**src/hw/rtl/kpe_pkg.sv**
```systemverilog
// ----------------------------------------------------------------------------
// kpe_pkg
// Shared types, constants and register codes for the key press event
// classifier.
// ----------------------------------------------------------------------------
`default_nettype none

package kpe_pkg;

  // item field widths
  localparam int MASK_W     = 16;
  localparam int KEY_W      = 4;
  localparam int TIME_W     = 32;
  localparam int EV_W       = 3;
  localparam int CFG_TIME_W = 16;
  localparam int FEAT_W     = 4;

  // number of mask bits that are real keys
  localparam int NUM_KEYS = 16;

  // debounce filter constants
  localparam int FILT_W     = 8;
  localparam int LEAK_SHIFT = 5;
  localparam int TC         = 7;
  localparam int UTH        = 215;
  localparam int LTH        = 7;

  // register port
  localparam int ADDR_W = 5;
  localparam int DATA_W = 32;

  // register reset values
  localparam logic [CFG_TIME_W-1:0] PRESS_TIME_RST  = 16'd150;
  localparam logic [CFG_TIME_W-1:0] DOUBLE_TIME_RST = 16'd250;
  localparam logic [CFG_TIME_W-1:0] LONG_TIME_RST   = 16'd600;
  localparam logic [CFG_TIME_W-1:0] REPEAT_TIME_RST = 16'd300;
  localparam logic [FEAT_W-1:0]     FEATURES_RST    = 4'd0;

  // register index (byte address / 4)
  typedef enum logic [2:0] {
    REG_PRESS_TIME  = 3'd0,
    REG_DOUBLE_TIME = 3'd1,
    REG_LONG_TIME   = 3'd2,
    REG_REPEAT_TIME = 3'd3,
    REG_FEATURES    = 3'd4
  } reg_idx_t;

  // feature enable bit positions
  localparam int FEAT_DOUBLE = 0;
  localparam int FEAT_LONG   = 1;
  localparam int FEAT_REPEAT = 2;
  localparam int FEAT_RPT_EV = 3;

  // event codes
  typedef enum logic [EV_W-1:0] {
    EV_NONE   = 3'd0,
    EV_DOWN   = 3'd1,
    EV_UP     = 3'd2,
    EV_PRESS  = 3'd3,
    EV_DPRESS = 3'd4,
    EV_LONG   = 3'd5,
    EV_RPT    = 3'd6
  } event_t;

  // debounce phases
  typedef enum logic [1:0] {
    PH_WAIT_EDGE    = 2'd0,
    PH_FILTER       = 2'd1,
    PH_WAIT_RELEASE = 2'd2
  } phase_t;

  // press classifier states
  typedef enum logic [2:0] {
    ST_IDLE    = 3'd0,
    ST_PRESS   = 3'd1,
    ST_PRESSL  = 3'd2,
    ST_REPEAT  = 3'd3,
    ST_PRESS2A = 3'd4,
    ST_PRESS2B = 3'd5,
    ST_WAIT    = 3'd6
  } press_t;

  // configuration seen by the classifier
  typedef struct packed {
    logic [CFG_TIME_W-1:0] press_time;
    logic [CFG_TIME_W-1:0] double_press_time;
    logic [CFG_TIME_W-1:0] long_press_time;
    logic [CFG_TIME_W-1:0] repeat_time;
    logic [FEAT_W-1:0]     feature_enables;
  } cfg_t;

  // per-poll control from the top level to the stages
  typedef struct packed {
    logic step;   // poll moves into the result register this cycle
    logic clear;  // new key seen alone, restart both stages
  } ctl_t;

endpackage

`default_nettype wire

```
**src/hw/rtl/kpe_in_if.sv**
```systemverilog
// ----------------------------------------------------------------------------
// kpe_in_if
// Poll channel: key mask and millisecond timestamp with valid/ready.
// ----------------------------------------------------------------------------
`default_nettype none

interface kpe_in_if;
  logic                        valid;
  logic                        ready;
  logic [kpe_pkg::MASK_W-1:0]  pressed_mask;
  logic [kpe_pkg::TIME_W-1:0]  now_ms;

  modport source (output valid, output pressed_mask, output now_ms, input ready);
  modport sink   (input valid, input pressed_mask, input now_ms, output ready);
endinterface

`default_nettype wire

```
**src/hw/rtl/kpe_out_if.sv**
```systemverilog
// ----------------------------------------------------------------------------
// kpe_out_if
// Result channel: key event and key index with valid/ready.
// ----------------------------------------------------------------------------
`default_nettype none

interface kpe_out_if;
  logic                       valid;
  logic                       ready;
  logic [kpe_pkg::EV_W-1:0]   key_event;
  logic [kpe_pkg::KEY_W-1:0]  key_index;
  logic                       key_index_valid;

  modport source (output valid, output key_event, output key_index,
                  output key_index_valid, input ready);
  modport sink   (input valid, input key_event, input key_index,
                  input key_index_valid, output ready);
endinterface

`default_nettype wire

```
**src/hw/rtl/kpe_cfg.sv**
```systemverilog
// ----------------------------------------------------------------------------
// kpe_cfg
// APB-style register block holding the timing and feature registers.
// ----------------------------------------------------------------------------
`default_nettype none

module kpe_cfg (
  input  wire logic                        clk,
  input  wire logic                        rst,
  input  wire logic                        psel,
  input  wire logic                        penable,
  input  wire logic                        pwrite,
  input  wire logic [kpe_pkg::ADDR_W-1:0]  paddr,
  input  wire logic [kpe_pkg::DATA_W-1:0]  pwdata,
  output logic      [kpe_pkg::DATA_W-1:0]  prdata,
  output logic                             pready,
  output kpe_pkg::cfg_t                    cfg
);

  logic             wr_en;
  kpe_pkg::reg_idx_t idx;

  assign pready = 1'b1;
  assign wr_en  = psel && penable && pwrite;
  assign idx    = kpe_pkg::reg_idx_t'(paddr[kpe_pkg::ADDR_W-1:2]);

  // register writes
  always_ff @(posedge clk) begin
    if (rst) begin
      cfg.press_time        <= kpe_pkg::PRESS_TIME_RST;
      cfg.double_press_time <= kpe_pkg::DOUBLE_TIME_RST;
      cfg.long_press_time   <= kpe_pkg::LONG_TIME_RST;
      cfg.repeat_time       <= kpe_pkg::REPEAT_TIME_RST;
      cfg.feature_enables   <= kpe_pkg::FEATURES_RST;
    end else if (wr_en) begin
      case (idx)
        kpe_pkg::REG_PRESS_TIME:
          cfg.press_time <= pwdata[kpe_pkg::CFG_TIME_W-1:0];
        kpe_pkg::REG_DOUBLE_TIME:
          cfg.double_press_time <= pwdata[kpe_pkg::CFG_TIME_W-1:0];
        kpe_pkg::REG_LONG_TIME:
          cfg.long_press_time <= pwdata[kpe_pkg::CFG_TIME_W-1:0];
        kpe_pkg::REG_REPEAT_TIME:
          cfg.repeat_time <= pwdata[kpe_pkg::CFG_TIME_W-1:0];
        kpe_pkg::REG_FEATURES:
          cfg.feature_enables <= pwdata[kpe_pkg::FEAT_W-1:0];
        default: begin
        end
      endcase
    end
  end

  // read mux
  always_comb begin
    case (idx)
      kpe_pkg::REG_PRESS_TIME:  prdata = kpe_pkg::DATA_W'(cfg.press_time);
      kpe_pkg::REG_DOUBLE_TIME: prdata = kpe_pkg::DATA_W'(cfg.double_press_time);
      kpe_pkg::REG_LONG_TIME:   prdata = kpe_pkg::DATA_W'(cfg.long_press_time);
      kpe_pkg::REG_REPEAT_TIME: prdata = kpe_pkg::DATA_W'(cfg.repeat_time);
      kpe_pkg::REG_FEATURES:    prdata = kpe_pkg::DATA_W'(cfg.feature_enables);
      default:                  prdata = '0;
    endcase
  end

endmodule

`default_nettype wire

```
**src/hw/rtl/kpe_filter.sv**
```systemverilog
// ----------------------------------------------------------------------------
// kpe_filter
// RC-style debouncer: wait for a rising edge, filter the level with a leaky
// 8-bit integrator, then wait for release.
// ----------------------------------------------------------------------------
`default_nettype none

module kpe_filter (
  input  wire logic          clk,
  input  wire logic          rst,
  input  wire kpe_pkg::ctl_t ctl,
  input  wire logic          cur,
  output logic               lvl
);

  localparam int FW = kpe_pkg::FILT_W;

  kpe_pkg::phase_t phase, phase_next, ph;
  logic [FW-1:0]   level, level_next, lv;
  logic            prev, prev_next, pv;
  logic [FW-1:0]   r_dec, r;
  logic            hi, lo;

  // integrator arithmetic
  always_comb begin
    ph    = ctl.clear ? kpe_pkg::PH_WAIT_EDGE : phase;
    lv    = ctl.clear ? '0 : level;
    pv    = ctl.clear ? 1'b0 : prev;
    r_dec = lv - (lv >> kpe_pkg::LEAK_SHIFT);
    if (cur) begin
      r = r_dec + FW'(kpe_pkg::TC);
    end else begin
      r = r_dec - FW'(r_dec != '0);
    end
    hi = r > FW'(kpe_pkg::UTH);
    lo = r < FW'(kpe_pkg::LTH);
  end

  // phase sequencing
  always_comb begin
    phase_next = ph;
    level_next = lv;
    prev_next  = pv;
    lvl        = pv;
    case (ph)
      kpe_pkg::PH_WAIT_EDGE: begin
        if (!pv && cur) phase_next = kpe_pkg::PH_FILTER;
        prev_next = cur;
      end
      kpe_pkg::PH_FILTER: begin
        lvl = hi;
        if (hi || lo) begin
          level_next = '0;
          phase_next = kpe_pkg::PH_WAIT_RELEASE;
        end else begin
          level_next = r;
        end
      end
      default: begin
        // wait for release, also the unused code
        if (!cur) phase_next = kpe_pkg::PH_WAIT_EDGE;
      end
    endcase
  end

  always_ff @(posedge clk) begin
    if (rst) begin
      phase <= kpe_pkg::PH_WAIT_EDGE;
      level <= '0;
      prev  <= 1'b0;
    end else if (ctl.step) begin
      phase <= phase_next;
      level <= level_next;
      prev  <= prev_next;
    end
  end

endmodule

`default_nettype wire

```
**src/hw/rtl/kpe_fsm.sv**
```systemverilog
// ----------------------------------------------------------------------------
// kpe_fsm
// Press classifier: turns the debounced level and poll time into down, up,
// press, double press, long press and repeat events.
// ----------------------------------------------------------------------------
`default_nettype none

module kpe_fsm (
  input  wire logic                       clk,
  input  wire logic                       rst,
  input  wire kpe_pkg::ctl_t              ctl,
  input  wire kpe_pkg::cfg_t              cfg,
  input  wire logic                       b,
  input  wire logic [kpe_pkg::TIME_W-1:0] now,
  output kpe_pkg::event_t                 ev
);

  localparam int TW = kpe_pkg::TIME_W;

  kpe_pkg::press_t state, state_next, st;
  kpe_pkg::event_t pending, pending_next, pd;
  logic [TW-1:0]   time_mark, time_mark_next;
  logic [TW-1:0]   diff;
  logic            gt_press, gt_long, ge_repeat, gt_double, ge_twice;
  logic            dbl, lng, rpt, rres;

  // elapsed time since the mark, wrapping
  always_comb begin
    diff      = now - time_mark;
    gt_press  = diff > TW'(cfg.press_time);
    gt_long   = diff > TW'(cfg.long_press_time);
    ge_repeat = diff >= TW'(cfg.repeat_time);
    gt_double = diff > TW'(cfg.double_press_time);
    ge_twice  = diff >= TW'({cfg.press_time, 1'b0});
    dbl       = cfg.feature_enables[kpe_pkg::FEAT_DOUBLE];
    lng       = cfg.feature_enables[kpe_pkg::FEAT_LONG];
    rpt       = cfg.feature_enables[kpe_pkg::FEAT_REPEAT];
    rres      = cfg.feature_enables[kpe_pkg::FEAT_RPT_EV];
  end

  // next state and event
  always_comb begin
    st             = ctl.clear ? kpe_pkg::ST_IDLE : state;
    pd             = ctl.clear ? kpe_pkg::EV_NONE : pending;
    state_next     = st;
    pending_next   = pd;
    time_mark_next = time_mark;
    ev             = kpe_pkg::EV_NONE;
    if (pd != kpe_pkg::EV_NONE) begin
      // a held-over event goes out instead of a classifier step
      ev           = pd;
      pending_next = kpe_pkg::EV_NONE;
    end else begin
      case (st)
        kpe_pkg::ST_IDLE: begin
          if (b) begin
            state_next     = kpe_pkg::ST_PRESS;
            time_mark_next = now;
            ev             = kpe_pkg::EV_DOWN;
          end
        end
        kpe_pkg::ST_PRESS: begin
          if (!b) begin
            ev = kpe_pkg::EV_UP;
            if (dbl) begin
              state_next     = kpe_pkg::ST_PRESS2A;
              time_mark_next = now;
            end else begin
              pending_next = kpe_pkg::EV_PRESS;
              state_next   = kpe_pkg::ST_IDLE;
            end
          end
          // a fresh mark leaves no elapsed time
          if (!(!b && dbl) && gt_press) begin
            time_mark_next = now;
            if (lng) begin
              state_next = kpe_pkg::ST_PRESSL;
            end else if (rpt) begin
              ev         = kpe_pkg::EV_PRESS;
              state_next = kpe_pkg::ST_REPEAT;
            end else begin
              ev         = kpe_pkg::EV_PRESS;
              state_next = kpe_pkg::ST_WAIT;
            end
          end
        end
        kpe_pkg::ST_PRESSL: begin
          if (!b) begin
            pending_next = kpe_pkg::EV_LONG;
            ev           = kpe_pkg::EV_UP;
            state_next   = kpe_pkg::ST_IDLE;
          end else if (gt_long) begin
            if (rpt) begin
              ev             = kpe_pkg::EV_PRESS;
              state_next     = kpe_pkg::ST_REPEAT;
              time_mark_next = now;
            end else begin
              ev         = kpe_pkg::EV_LONG;
              state_next = kpe_pkg::ST_WAIT;
            end
          end
        end
        kpe_pkg::ST_REPEAT: begin
          if (!b) begin
            ev         = kpe_pkg::EV_UP;
            state_next = kpe_pkg::ST_IDLE;
          end else if (ge_repeat) begin
            ev             = rres ? kpe_pkg::EV_RPT : kpe_pkg::EV_PRESS;
            time_mark_next = now;
          end
        end
        kpe_pkg::ST_PRESS2A: begin
          if (b) begin
            ev             = kpe_pkg::EV_DOWN;
            state_next     = kpe_pkg::ST_PRESS2B;
            time_mark_next = now;
          end else if (gt_double) begin
            ev         = kpe_pkg::EV_PRESS;
            state_next = kpe_pkg::ST_IDLE;
          end
        end
        kpe_pkg::ST_PRESS2B: begin
          if (!b) begin
            ev           = kpe_pkg::EV_UP;
            pending_next = kpe_pkg::EV_DPRESS;
            state_next   = kpe_pkg::ST_IDLE;
          end
          if (ge_twice) begin
            pending_next = kpe_pkg::EV_PRESS;
            state_next   = b ? kpe_pkg::ST_WAIT : kpe_pkg::ST_IDLE;
          end
        end
        default: begin
          // wait for release, also the unused code
          if (!b) begin
            ev         = kpe_pkg::EV_UP;
            state_next = kpe_pkg::ST_IDLE;
          end
        end
      endcase
    end
  end

  always_ff @(posedge clk) begin
    if (rst) begin
      state     <= kpe_pkg::ST_IDLE;
      pending   <= kpe_pkg::EV_NONE;
      time_mark <= '0;
    end else if (ctl.step) begin
      state     <= state_next;
      pending   <= pending_next;
      time_mark <= time_mark_next;
    end
  end

endmodule

`default_nettype wire

```
**src/hw/rtl/key_press_event_classifier.sv**
```systemverilog
// ----------------------------------------------------------------------------
// key_press_event_classifier
// Picks the key seen alone in each poll, debounces its level and classifies
// presses into key events, one result per poll.
// ----------------------------------------------------------------------------
//
//   channel     dir  handshake            payload
//   item_in     in   valid/ready          pressed_mask[15:0], now_ms[31:0]
//   result_out  out  valid/ready          key_event[2:0], key_index[3:0],
//                                         key_index_valid
//   apb         in   psel/penable/pready  paddr[4:0], pwdata/prdata[31:0]
//
// Polls flow at one per cycle while the result side is ready; an accepted
// request is held in the input register and loaded into the result register
// once that is empty or being taken. Key select, debounce and classifier
// update sit combinationally between the two registers.
// Reset (rst, synchronous) empties both registers and returns the stages and
// registers to their reset values. A stalled result holds both registers; an
// empty input register still takes one request during the stall and holds it.
//
`default_nettype none

module key_press_event_classifier (
  input  wire logic                        clk,
  input  wire logic                        rst,
  kpe_in_if.sink                           item_in,
  kpe_out_if.source                        result_out,
  input  wire logic                        psel,
  input  wire logic                        penable,
  input  wire logic                        pwrite,
  input  wire logic [kpe_pkg::ADDR_W-1:0]  paddr,
  input  wire logic [kpe_pkg::DATA_W-1:0]  pwdata,
  output logic      [kpe_pkg::DATA_W-1:0]  prdata,
  output logic                             pready
);

  localparam int MW = kpe_pkg::MASK_W;
  localparam int KW = kpe_pkg::KEY_W;

  kpe_pkg::cfg_t   cfg;
  kpe_pkg::ctl_t   ctl;
  kpe_pkg::event_t ev;

  logic                       in_valid;
  logic [MW-1:0]              in_mask;
  logic [kpe_pkg::TIME_W-1:0] in_now;
  logic                       out_valid;
  logic [kpe_pkg::EV_W-1:0]   out_event;
  logic [KW-1:0]              out_index;
  logic                       out_known;
  logic [KW-1:0]              last_key, last_key_next;
  logic                       last_known, last_known_next;

  logic          take, advance;
  logic [MW-1:0] key_mask, m;
  logic          single, same, cur;
  logic [KW-1:0] idx;
  logic          filt_lvl;

  kpe_cfg u_cfg (
    .clk     (clk),
    .rst     (rst),
    .psel    (psel),
    .penable (penable),
    .pwrite  (pwrite),
    .paddr   (paddr),
    .pwdata  (pwdata),
    .prdata  (prdata),
    .pready  (pready),
    .cfg     (cfg)
  );

  // handshake
  assign advance       = in_valid && (!out_valid || result_out.ready);
  assign item_in.ready = !in_valid || advance;
  assign take          = item_in.valid && item_in.ready;

  // input register
  always_ff @(posedge clk) begin
    if (rst) begin
      in_valid <= 1'b0;
    end else begin
      in_valid <= take || (in_valid && !advance);
    end
  end

  always_ff @(posedge clk) begin
    if (take) begin
      in_mask <= item_in.pressed_mask;
      in_now  <= item_in.now_ms;
    end
  end

  // key select: lowest set key, poll counts only with exactly one key
  always_comb begin
    for (int i = 0; i < MW; i++) begin
      key_mask[i] = (i < kpe_pkg::NUM_KEYS);
    end
    m      = in_mask & key_mask;
    single = (m != '0) && ((m & (m - MW'(1))) == '0);
    idx    = '0;
    for (int i = MW - 1; i >= 0; i--) begin
      if (m[i]) idx = KW'(i);
    end
    same      = last_known && (idx == last_key);
    cur       = single && same;
    ctl.step  = advance;
    ctl.clear = single && !same;
    last_key_next   = single ? idx : last_key;
    last_known_next = single || last_known;
  end

  kpe_filter u_filter (
    .clk (clk),
    .rst (rst),
    .ctl (ctl),
    .cur (cur),
    .lvl (filt_lvl)
  );

  kpe_fsm u_fsm (
    .clk (clk),
    .rst (rst),
    .ctl (ctl),
    .cfg (cfg),
    .b   (filt_lvl),
    .now (in_now),
    .ev  (ev)
  );

  // key memory
  always_ff @(posedge clk) begin
    if (rst) begin
      last_key   <= '0;
      last_known <= 1'b0;
    end else if (advance) begin
      last_key   <= last_key_next;
      last_known <= last_known_next;
    end
  end

  // result register
  always_ff @(posedge clk) begin
    if (rst) begin
      out_valid <= 1'b0;
    end else begin
      out_valid <= advance || (out_valid && !result_out.ready);
    end
  end

  always_ff @(posedge clk) begin
    if (advance) begin
      out_event <= ev;
      out_index <= last_key_next;
      out_known <= last_known_next;
    end
  end

  assign result_out.valid           = out_valid;
  assign result_out.key_event       = out_event;
  assign result_out.key_index       = out_index;
  assign result_out.key_index_valid = out_known;

endmodule

`default_nettype wire

```
**src/flat_wrapper.sv**
```systemverilog
// flat-port wrapper written by rule: the top's interface ports become plain ports
module key_press_event_classifier_flat 
  (clk, rst, psel, penable, pwrite, paddr, pwdata, prdata, pready, item_in_valid, item_in_pressed_mask, item_in_now_ms, item_in_ready, result_out_valid, result_out_key_event, result_out_key_index, result_out_key_index_valid, result_out_ready);
  kpe_in_if item_in_i ();
  kpe_out_if result_out_i ();
  input  wire logic clk;
  input  wire logic rst;
  input  wire logic psel;
  input  wire logic penable;
  input  wire logic pwrite;
  input  wire logic [kpe_pkg::ADDR_W-1:0] paddr;
  input  wire logic [kpe_pkg::DATA_W-1:0] pwdata;
  output logic      [kpe_pkg::DATA_W-1:0] prdata;
  output logic pready;
  input wire logic [$bits(item_in_i.valid)-1:0] item_in_valid;
  input wire logic [$bits(item_in_i.pressed_mask)-1:0] item_in_pressed_mask;
  input wire logic [$bits(item_in_i.now_ms)-1:0] item_in_now_ms;
  output wire logic [$bits(item_in_i.ready)-1:0] item_in_ready;
  output wire logic [$bits(result_out_i.valid)-1:0] result_out_valid;
  output wire logic [$bits(result_out_i.key_event)-1:0] result_out_key_event;
  output wire logic [$bits(result_out_i.key_index)-1:0] result_out_key_index;
  output wire logic [$bits(result_out_i.key_index_valid)-1:0] result_out_key_index_valid;
  input wire logic [$bits(result_out_i.ready)-1:0] result_out_ready;
  assign item_in_i.valid = item_in_valid;
  assign item_in_i.pressed_mask = item_in_pressed_mask;
  assign item_in_i.now_ms = item_in_now_ms;
  assign item_in_ready = item_in_i.ready;
  assign result_out_valid = result_out_i.valid;
  assign result_out_key_event = result_out_i.key_event;
  assign result_out_key_index = result_out_i.key_index;
  assign result_out_key_index_valid = result_out_i.key_index_valid;
  assign result_out_i.ready = result_out_ready;
  key_press_event_classifier u_core (.clk(clk), .rst(rst), .item_in(item_in_i), .result_out(result_out_i), .psel(psel), .penable(penable), .pwrite(pwrite), .paddr(paddr), .pwdata(pwdata), .prdata(prdata), .pready(pready));
endmodule
```
**config.mk**
```make
export PLATFORM = sky130hd
export DESIGN_NAME = key_press_event_classifier_flat
export DESIGN_NICKNAME = d
export VERILOG_FILES = /design/src/hw/rtl/kpe_pkg.sv /design/src/hw/rtl/kpe_in_if.sv /design/src/hw/rtl/kpe_out_if.sv /design/src/hw/rtl/kpe_cfg.sv /design/src/hw/rtl/kpe_filter.sv /design/src/hw/rtl/kpe_fsm.sv /design/src/hw/rtl/key_press_event_classifier.sv /design/src/flat_wrapper.sv
export SDC_FILE = /design/constraint.sdc
export NUM_CORES = 1
export LEC_CHECK = 0
export BUFFER_PORTS_ARGS = -buffer_cell sky130_fd_sc_hd__buf_2
export CAP_MARGIN = 20
export CORE_ASPECT_RATIO = 1.4
export CORE_MARGIN = 2
export CORE_UTILIZATION = 50
export DETAILED_ROUTE_END_ITERATION = 6
export PLACE_DENSITY = 0.82
export SLEW_MARGIN = 20
export SYNTH_ARGS = -nofsm -noshare
export SYNTH_HDL_FRONTEND = slang
export SYNTH_SLANG_ARGS = --single-unit
```
**constraint.sdc**
```tcl
create_clock -name clk -period 9.8 [get_ports clk]
set_input_delay 0.98 -clock clk [delete_from_list [all_inputs] [get_ports clk]]
set_output_delay 0.98 -clock clk [all_outputs]
set_load 0.1 [all_outputs]
```
==> impl_metrics.csv, run 1 <==
group,metric,value,unit
placement,gp_congestion,0.9164,
timing,fin_ws,1.316,ns
cells_and_area,nets,1774,
global_routing,grt_pass1_wl,52400,um
power,total_power,1.909,mW
cells_and_area,layout_commonest_cell,"nand2_1",
detailed_routing,detail-route-antenna-nets,0,
placement,placed_cells,1858,
synthesis,yosysSeqAreaShare,32.59,%
cells_and_area,mostFrequentLayoutCells,"170 x nand2_1, 124 x dfxtp_1, 121 x a21oi_1, 121 x ha_1, 118 x inv_1",
cells_and_area,finalNonFillerCells,1890,
timing,fin_crit_sh,86.57,%
die,core-area,0.02530,mm2
setup_path,critical_path_arrival,8.85,ns
die,initial_core_util,50.51,%
global_routing,grt_antenna_before_repair,0,
placement,numPortBuffers,99,
global_routing,grt_overflow_total,0,
detailed_routing,routed_via_density,6.023,
cells_and_area,area_growth,9.685,%
run_status,outcome,"complete, no violations",
clock_tree,cts_tree,"built",
clock_tree,h-tree-depth,4,
synthesis,synth_largest_area_cell,"dfxtp_1",
timing,slew_viol_final,0,
cells_and_area,n_antenna_cell,0,
min_path,min_path_type,"flop to flop",
flow_run,max_cap_violations,0,
die,die-area,0.02687,mm2
synthesis,yosys_warnings,0,
placement,dp_hpwl,23500,um
cells_and_area,fillers,2279,
detailed_routing,wirelength,32340,um
global_routing,first_global_vias,10941,
synthesis,synth-main-ff-cell,"dfxtp_1",
clock_tree,clk-insertion-delay-late,0.45,ns
setup_path,cp.required,10.17,ns
detailed_routing,wire_per_inst,17.11,um
clock_tree,clock_sinks,180,
synthesis,synth-seq-cells,180,
timing,finalSetupViolations,0,
clock_tree,cts_buffer_depth,2,
timing,hold_ws,0.4638,ns
timing,fin_skew,0.01466,ns
timing,tns,0,ns
setup_path,slowest_stage,"nor4_1",
timing,rsz0062_at_grt,"no",
die,die_h,193.1,um
synthesis,syn_avg_cell_area,8.547,um2
clock_tree,cts-root-buf,"clkbuf_16",
cells_and_area,fin_area,0.01401,mm2
synthesis,syn_inst,1495,
timing,max_slew_margin,28.34,%
setup_path,path_common_cell,"a21o_1",
clock_tree,cts_made_buffers,17,
clock_tree,postCtsResizedCells,0,
cells_and_area,drive_gt1_share,11.84,%
synthesis,yosysTopAreaCellShare,19.43,%
clock_tree,post-cts-setup-buffers,0,
power,p_leak,5.520,nW
clock_tree,path_clk_slew,0.07,ns
clock_tree,cts_hold_buf,0,
detailed_routing,vias,11383,
global_routing,grt_max_degree,111,
power,irDropWorstVdd,0.0001263,V
synthesis,syn_area,0.01278,mm2
setup_path,timing.critical_path.fanout_max,32,
synthesis,synth_cell_types,87,
setup_path,cp-start-kind,"flop",
setup_path,crit_type,"flop to flop",
timing,worstMarginPinSlew,1.074,ns
detailed_routing,drt_first_pass_iters,7,
timing,max_freq,117.9,MHz
placement,pre_cts_ws,1.459,ns
synthesis,async_flop_share,0,%
timing,hold_viol,0,
synthesis,yosys-top-cells-area,"dfxtp_1 19%, edfxtp_1 13%, ha_1 12%",
power,power-per-cell-area,136.2,mW/mm2
timing,finalCriticalPeriod,8.484,ns
setup_path,crit_path_end_kind,"flop",
setup_path,max_stage_delay,0.62,ns
die,fp.dieW,139.1,um
die,num_rows,69,
placement,place_area,0.01341,mm2
cells_and_area,utilization,55.40,%
die,boundaryPins,135,
detailed_routing,remaining_drc_errors,0,
global_routing,grtUsageTotal,23.71,%
synthesis,synth_edf_count,56,
detailed_routing,drtIter0Drc,703,
## layout make-up
class / count / area [um2] / share of cell area, %
Clock buffer: 17 / 425.4 / 3.035
Inverter: 119 / 446.7 / 3.187
Sequential cell: 180 / 4164 / 29.71
Tap cell: 319 / 399.1 / 2.848
Multi-Input combinational cell: 1134 / 7859 / 56.08
Timing Repair Buffer: 106 / 550.5 / 3.928
Clock inverter: 15 / 170.2 / 1.214
## critical path: cells and delay by family, from the launching register on
family / cells / cell delay [ns]
AO/OA/AOI/OAI: 13 / 3.34
adder cells (fa/ha/maj): 2 / 0.62
buffers and inverters: 2 / 0.75
flip-flops: 1 / 0.49
multiplexers: 2 / 0.65
AND/OR/NAND/NOR: 8 / 2.52
## kinds of logic (layout without fill, tap and decap cells)
group | Yosys count | after routing | synth area share, %
flip-flops | 180 | 180 | 32.59
XOR/XNOR | 26 | 26 | 1.782
buffers and inverters | 196 | 257 | 6.561
AO/OA/AOI/OAI | 381 | 381 | 19.70
adder cells (fa/ha/maj) | 126 | 126 | 12.48
AND/OR/NAND/NOR | 526 | 526 | 21.03
other | 2 | 17 | 0.05878
multiplexers | 58 | 58 | 5.797
## final timing paths
check / startpoint / end / slack [ns] / cells after the start
setup / recovery: u_core.in_mask[4]$_DFFE_PP_ / u_core.u_fsm.time_mark[14]$_SDFFE_PP0P_ / 1.32 / 27
hold / removal: u_core.u_cfg.cfg[21]$_SDFFE_PP0P_ / u_core.u_cfg.cfg[21]$_SDFFE_PP0P_ / 0.46 / 2
setup reg to reg: u_core.in_mask[4]$_DFFE_PP_ / u_core.u_fsm.time_mark[14]$_SDFFE_PP0P_ / 1.32 / 27
hold reg to reg: u_core.u_cfg.cfg[21]$_SDFFE_PP0P_ / u_core.u_cfg.cfg[21]$_SDFFE_PP0P_ / 0.46 / 2
## per-layer routing
metal  GRT usage (%)  part of all wire [%]  wire, um  vias to the layer above
li1                -                     -         -                     5489
met1           27.03                    41     13150                     5405
met2           43.33                    51     16370                      400
met3           3.902                   5.3      1713                       89
met4           11.42                   3.4      1109                        0
met5               0                     0         0                        -
## Yosys cell counts (all sizes together) (22+ instances only)
cell / n
nand2: 170
dfxtp: 124
a21oi: 121
ha: 121
inv: 119
nor2: 98
nand2b: 81
o21ai: 61
edfxtp: 56
clkbuf: 50
mux2i: 41
a21o: 30
nor3: 28
buf: 27
nor2b: 27
a211o: 22
## report_power, final
group | switching, mW | leakage (nW) | internal [mW]
Combinational | 0.258 | 3.69 | 0.138
Sequential | 0.0162 | 1.55 | 0.790
Clock | 0.323 | 0.283 | 0.383
## sequential cells by signal (all words and copies together), names as in the netlist
signal	count
u_core.u_filter.level	8
u_core.in_valid	1
u_core.in_mask	16
u_core.last_known	1
u_core.last_key	4
u_core.result_out.key_event	3
u_core.u_filter.prev	1
u_core.in_now	32
u_core.u_fsm.time_mark	32
u_core.u_fsm.pending	3
u_core.u_filter.phase	2
u_core.u_cfg.cfg	68
u_core.u_fsm.state	3
u_core.result_out.key_index	4
u_core.result_out.valid	1
u_core.result_out.key_index_valid	1
No activity file was read; power rests on OpenSTA's default activity.
==> run 2: changes to the inputs <==
--- a/config.mk
+++ b/config.mk
@@ -7,7 +7,6 @@
 export LEC_CHECK = 0
 export BUFFER_PORTS_ARGS = -buffer_cell sky130_fd_sc_hd__buf_2
 export CAP_MARGIN = 20
-export CORE_ASPECT_RATIO = 1.4
 export CORE_MARGIN = 2
 export CORE_UTILIZATION = 50
 export DETAILED_ROUTE_END_ITERATION = 6
==> run 2 against run 1 <==
Compared with the run above:
- cell count rose by 0.58%
- clock skew fell by 0.0034 ns
- sequential power barely moved
- register-to-register slack improved by 0.09 ns
- via count fell by 1.2%
- sequential share of layout area barely moved
- die area barely moved
- setup slack improved by 0.090 ns
- global-route usage barely moved
- worst hold slack barely moved
- clock-buffer cell count rose by 8
- critical path type unchanged
- critical endpoint is now u_core.u_fsm.time_mark[16]$_SDFFE_PP0P_
- largest cell class unchanged
==> impl_metrics.csv, run 2 (synthesis gave the netlist of run 1 again) <==
group,metric,value,unit
setup_path,path_common_cell,"a21o_1",
clock_tree,cts-root-buf,"clkbuf_16",
power,irDropWorstVdd,0.00008760,V
power,power-per-cell-area,134.8,mW/mm2
clock_tree,cts_tree,"built",
die,fp.dieW,163.9,um
flow_run,max_cap_violations,0,
detailed_routing,drt_first_pass_iters,5,
cells_and_area,largestRegisters,"u_core.u_cfg.cfg: 68 flops, u_core.in_now: 32 flops, u_core.u_fsm.time_mark: 32 flops",
cells_and_area,layout_commonest_cell,"nand2_1",
timing,fin_skew,0.01124,ns
die,initial_core_util,50.89,%
setup_path,crit_path_end_kind,"flop",
clock_tree,cts_made_buffers,17,
timing,tns,0,ns
detailed_routing,detail-route-antenna-nets,0,
cells_and_area,n_antenna_cell,0,
global_routing,grtUsageTotal,23.72,%
setup_path,timing.critical_path.fanout_max,32,
clock_tree,postCtsResizedCells,0,
timing,finalSetupViolations,0,
detailed_routing,routed_via_density,5.918,
timing,max_slew_margin,30.86,%
global_routing,first_global_vias,10556,
cells_and_area,largest_reg_flops,68,
setup_path,slowest_stage,"or4_1",
timing,hold_viol,0,
placement,numPortBuffers,99,
timing,max_freq,119.1,MHz
die,die-area,0.02685,mm2
placement,dp_hpwl,23390,um
detailed_routing,wire_per_inst,16.67,um
global_routing,grt_overflow_total,0,
detailed_routing,remaining_drc_errors,0,
setup_path,cp-start-kind,"flop",
die,num_rows,58,
die,boundaryPins,135,
setup_path,critPathTopFamily,"compound AO/OA/AOI/OAI gates",
cells_and_area,drive_gt1_share,11.46,%
clock_tree,cts_buffer_depth,2,
min_path,min_path_type,"flop to flop",
power,p_leak,5.508,nW
setup_path,crit_type,"flop to flop",
power,total_power,1.887,mW
clock_tree,cts_hold_buf,0,
global_routing,grt_max_degree,81,
clock_tree,clk-insertion-delay-late,0.44,ns
clock_tree,clock_sinks,180,
detailed_routing,vias,11251,
timing,worstMarginPinSlew,1.036,ns
cells_and_area,nets,1774,
cells_and_area,area_growth,9.577,%
timing,finalCriticalPeriod,8.394,ns
setup_path,critical_path_arrival,8.75,ns
cells_and_area,regMostFlops,"u_core.u_cfg.cfg",
clock_tree,path_clk_slew,0.07,ns
timing,slew_viol_final,0,
setup_path,max_stage_delay,0.58,ns
timing,fin_crit_sh,85.66,%
timing,rsz0062_at_grt,"no",
clock_tree,post-cts-setup-buffers,0,
run_status,outcome,"complete, no violations",
cells_and_area,mostFrequentLayoutCells,"170 x nand2_1, 124 x dfxtp_1, 121 x a21oi_1, 121 x ha_1, 118 x inv_1",
placement,gp_congestion,0.9439,
setup_path,cp.required,10.16,ns
setup_path,cp_num_buf_inv,1,
global_routing,grt_antenna_before_repair,0,
clock_tree,h-tree-depth,4,
die,die_h,163.9,um
detailed_routing,drtIter0Drc,912,
die,core-area,0.02511,mm2
detailed_routing,wirelength,31690,um
global_routing,grt_pass1_wl,51490,um
==> run 2: changes by cell type in the layout (fill, tap and decap cells not counted) <==
cell	previous run	this run
clkinv_1	1	0
clkbuf_8	0	2
nor3_2	1	0
inv_6	6	1
clkbuf_1	0	6
inv_8	2	0
clkinvlp_4	3	2
clkinv_2	0	1
nor3_1	27	28
==> run 2: tightest hold or removal path, stage by stage, from the launching register on <==
cell,delay (ns)
dfxtp_1,0.31
nand2_1,0.05
a21oi_1,0.05
==> run 2: metal layers <==
metal	up-vias	routed length, um	GRT usage, %
met5	-	0	0
met4	0	981	9.888
li1	5485	-	-
met2	375	15420	41.06
met3	71	1640	4.116
met1	5320	13650	29.12
==> run 2: path summary, 6_finish.rpt <==
check                           cells after the start                                       to                         startpoint  slack [ns]
worst min register to register                      2        u_core.u_cfg.cfg[21]$_SDFFE_PP0P_  u_core.u_cfg.cfg[21]$_SDFFE_PP0P_        0.46
worst max register to register                     26  u_core.u_fsm.time_mark[16]$_SDFFE_PP0P_        u_core.in_mask[5]$_DFFE_PP_        1.41
worst max-delay path                               26  u_core.u_fsm.time_mark[16]$_SDFFE_PP0P_        u_core.in_mask[5]$_DFFE_PP_        1.41
worst min-delay path                                2        u_core.u_cfg.cfg[21]$_SDFFE_PP0P_  u_core.u_cfg.cfg[21]$_SDFFE_PP0P_        0.46
==> run 2: cell type report <==
cell class	instances	area, um2
clock buffers	25	475.5
clock inverters	7	97.59
fillers	2239	11110
inverters	119	446.7
multi-input cells	1134	7854
flip-flops and latches	180	4164
well taps	330	412.9
repair buffers	106	550.5
==> run 2: where the power goes <==
part	internal [mW]	switching [mW]
Combinational	0.137	0.258
Clock	0.391	0.295
Sequential	0.790	0.0165
==> run 2: per-stage QoR <==
| step | utilization [%] | hold slack, ns | area (um2) | instances | setup WS, ns |
|---|---|---|---|---|---|
| final | 55.76 | 0.4638 | 14000 | 1901 | 1.406 |
| after global routing | 55.76 | 0.4897 | 14000 | 1901 | 0.8006 |
| after CTS | 55.76 | 0.4596 | 14000 | 1901 | 1.399 |
| after detailed placement | 53.47 | 0.4506 | 13430 | 1869 | 1.429 |
| after global placement | 53.47 | 0.4432 | 13430 | 1869 | 1.613 |
| after floorplan | - | 0.4363 | 12830 | 1510 | 2.007 |
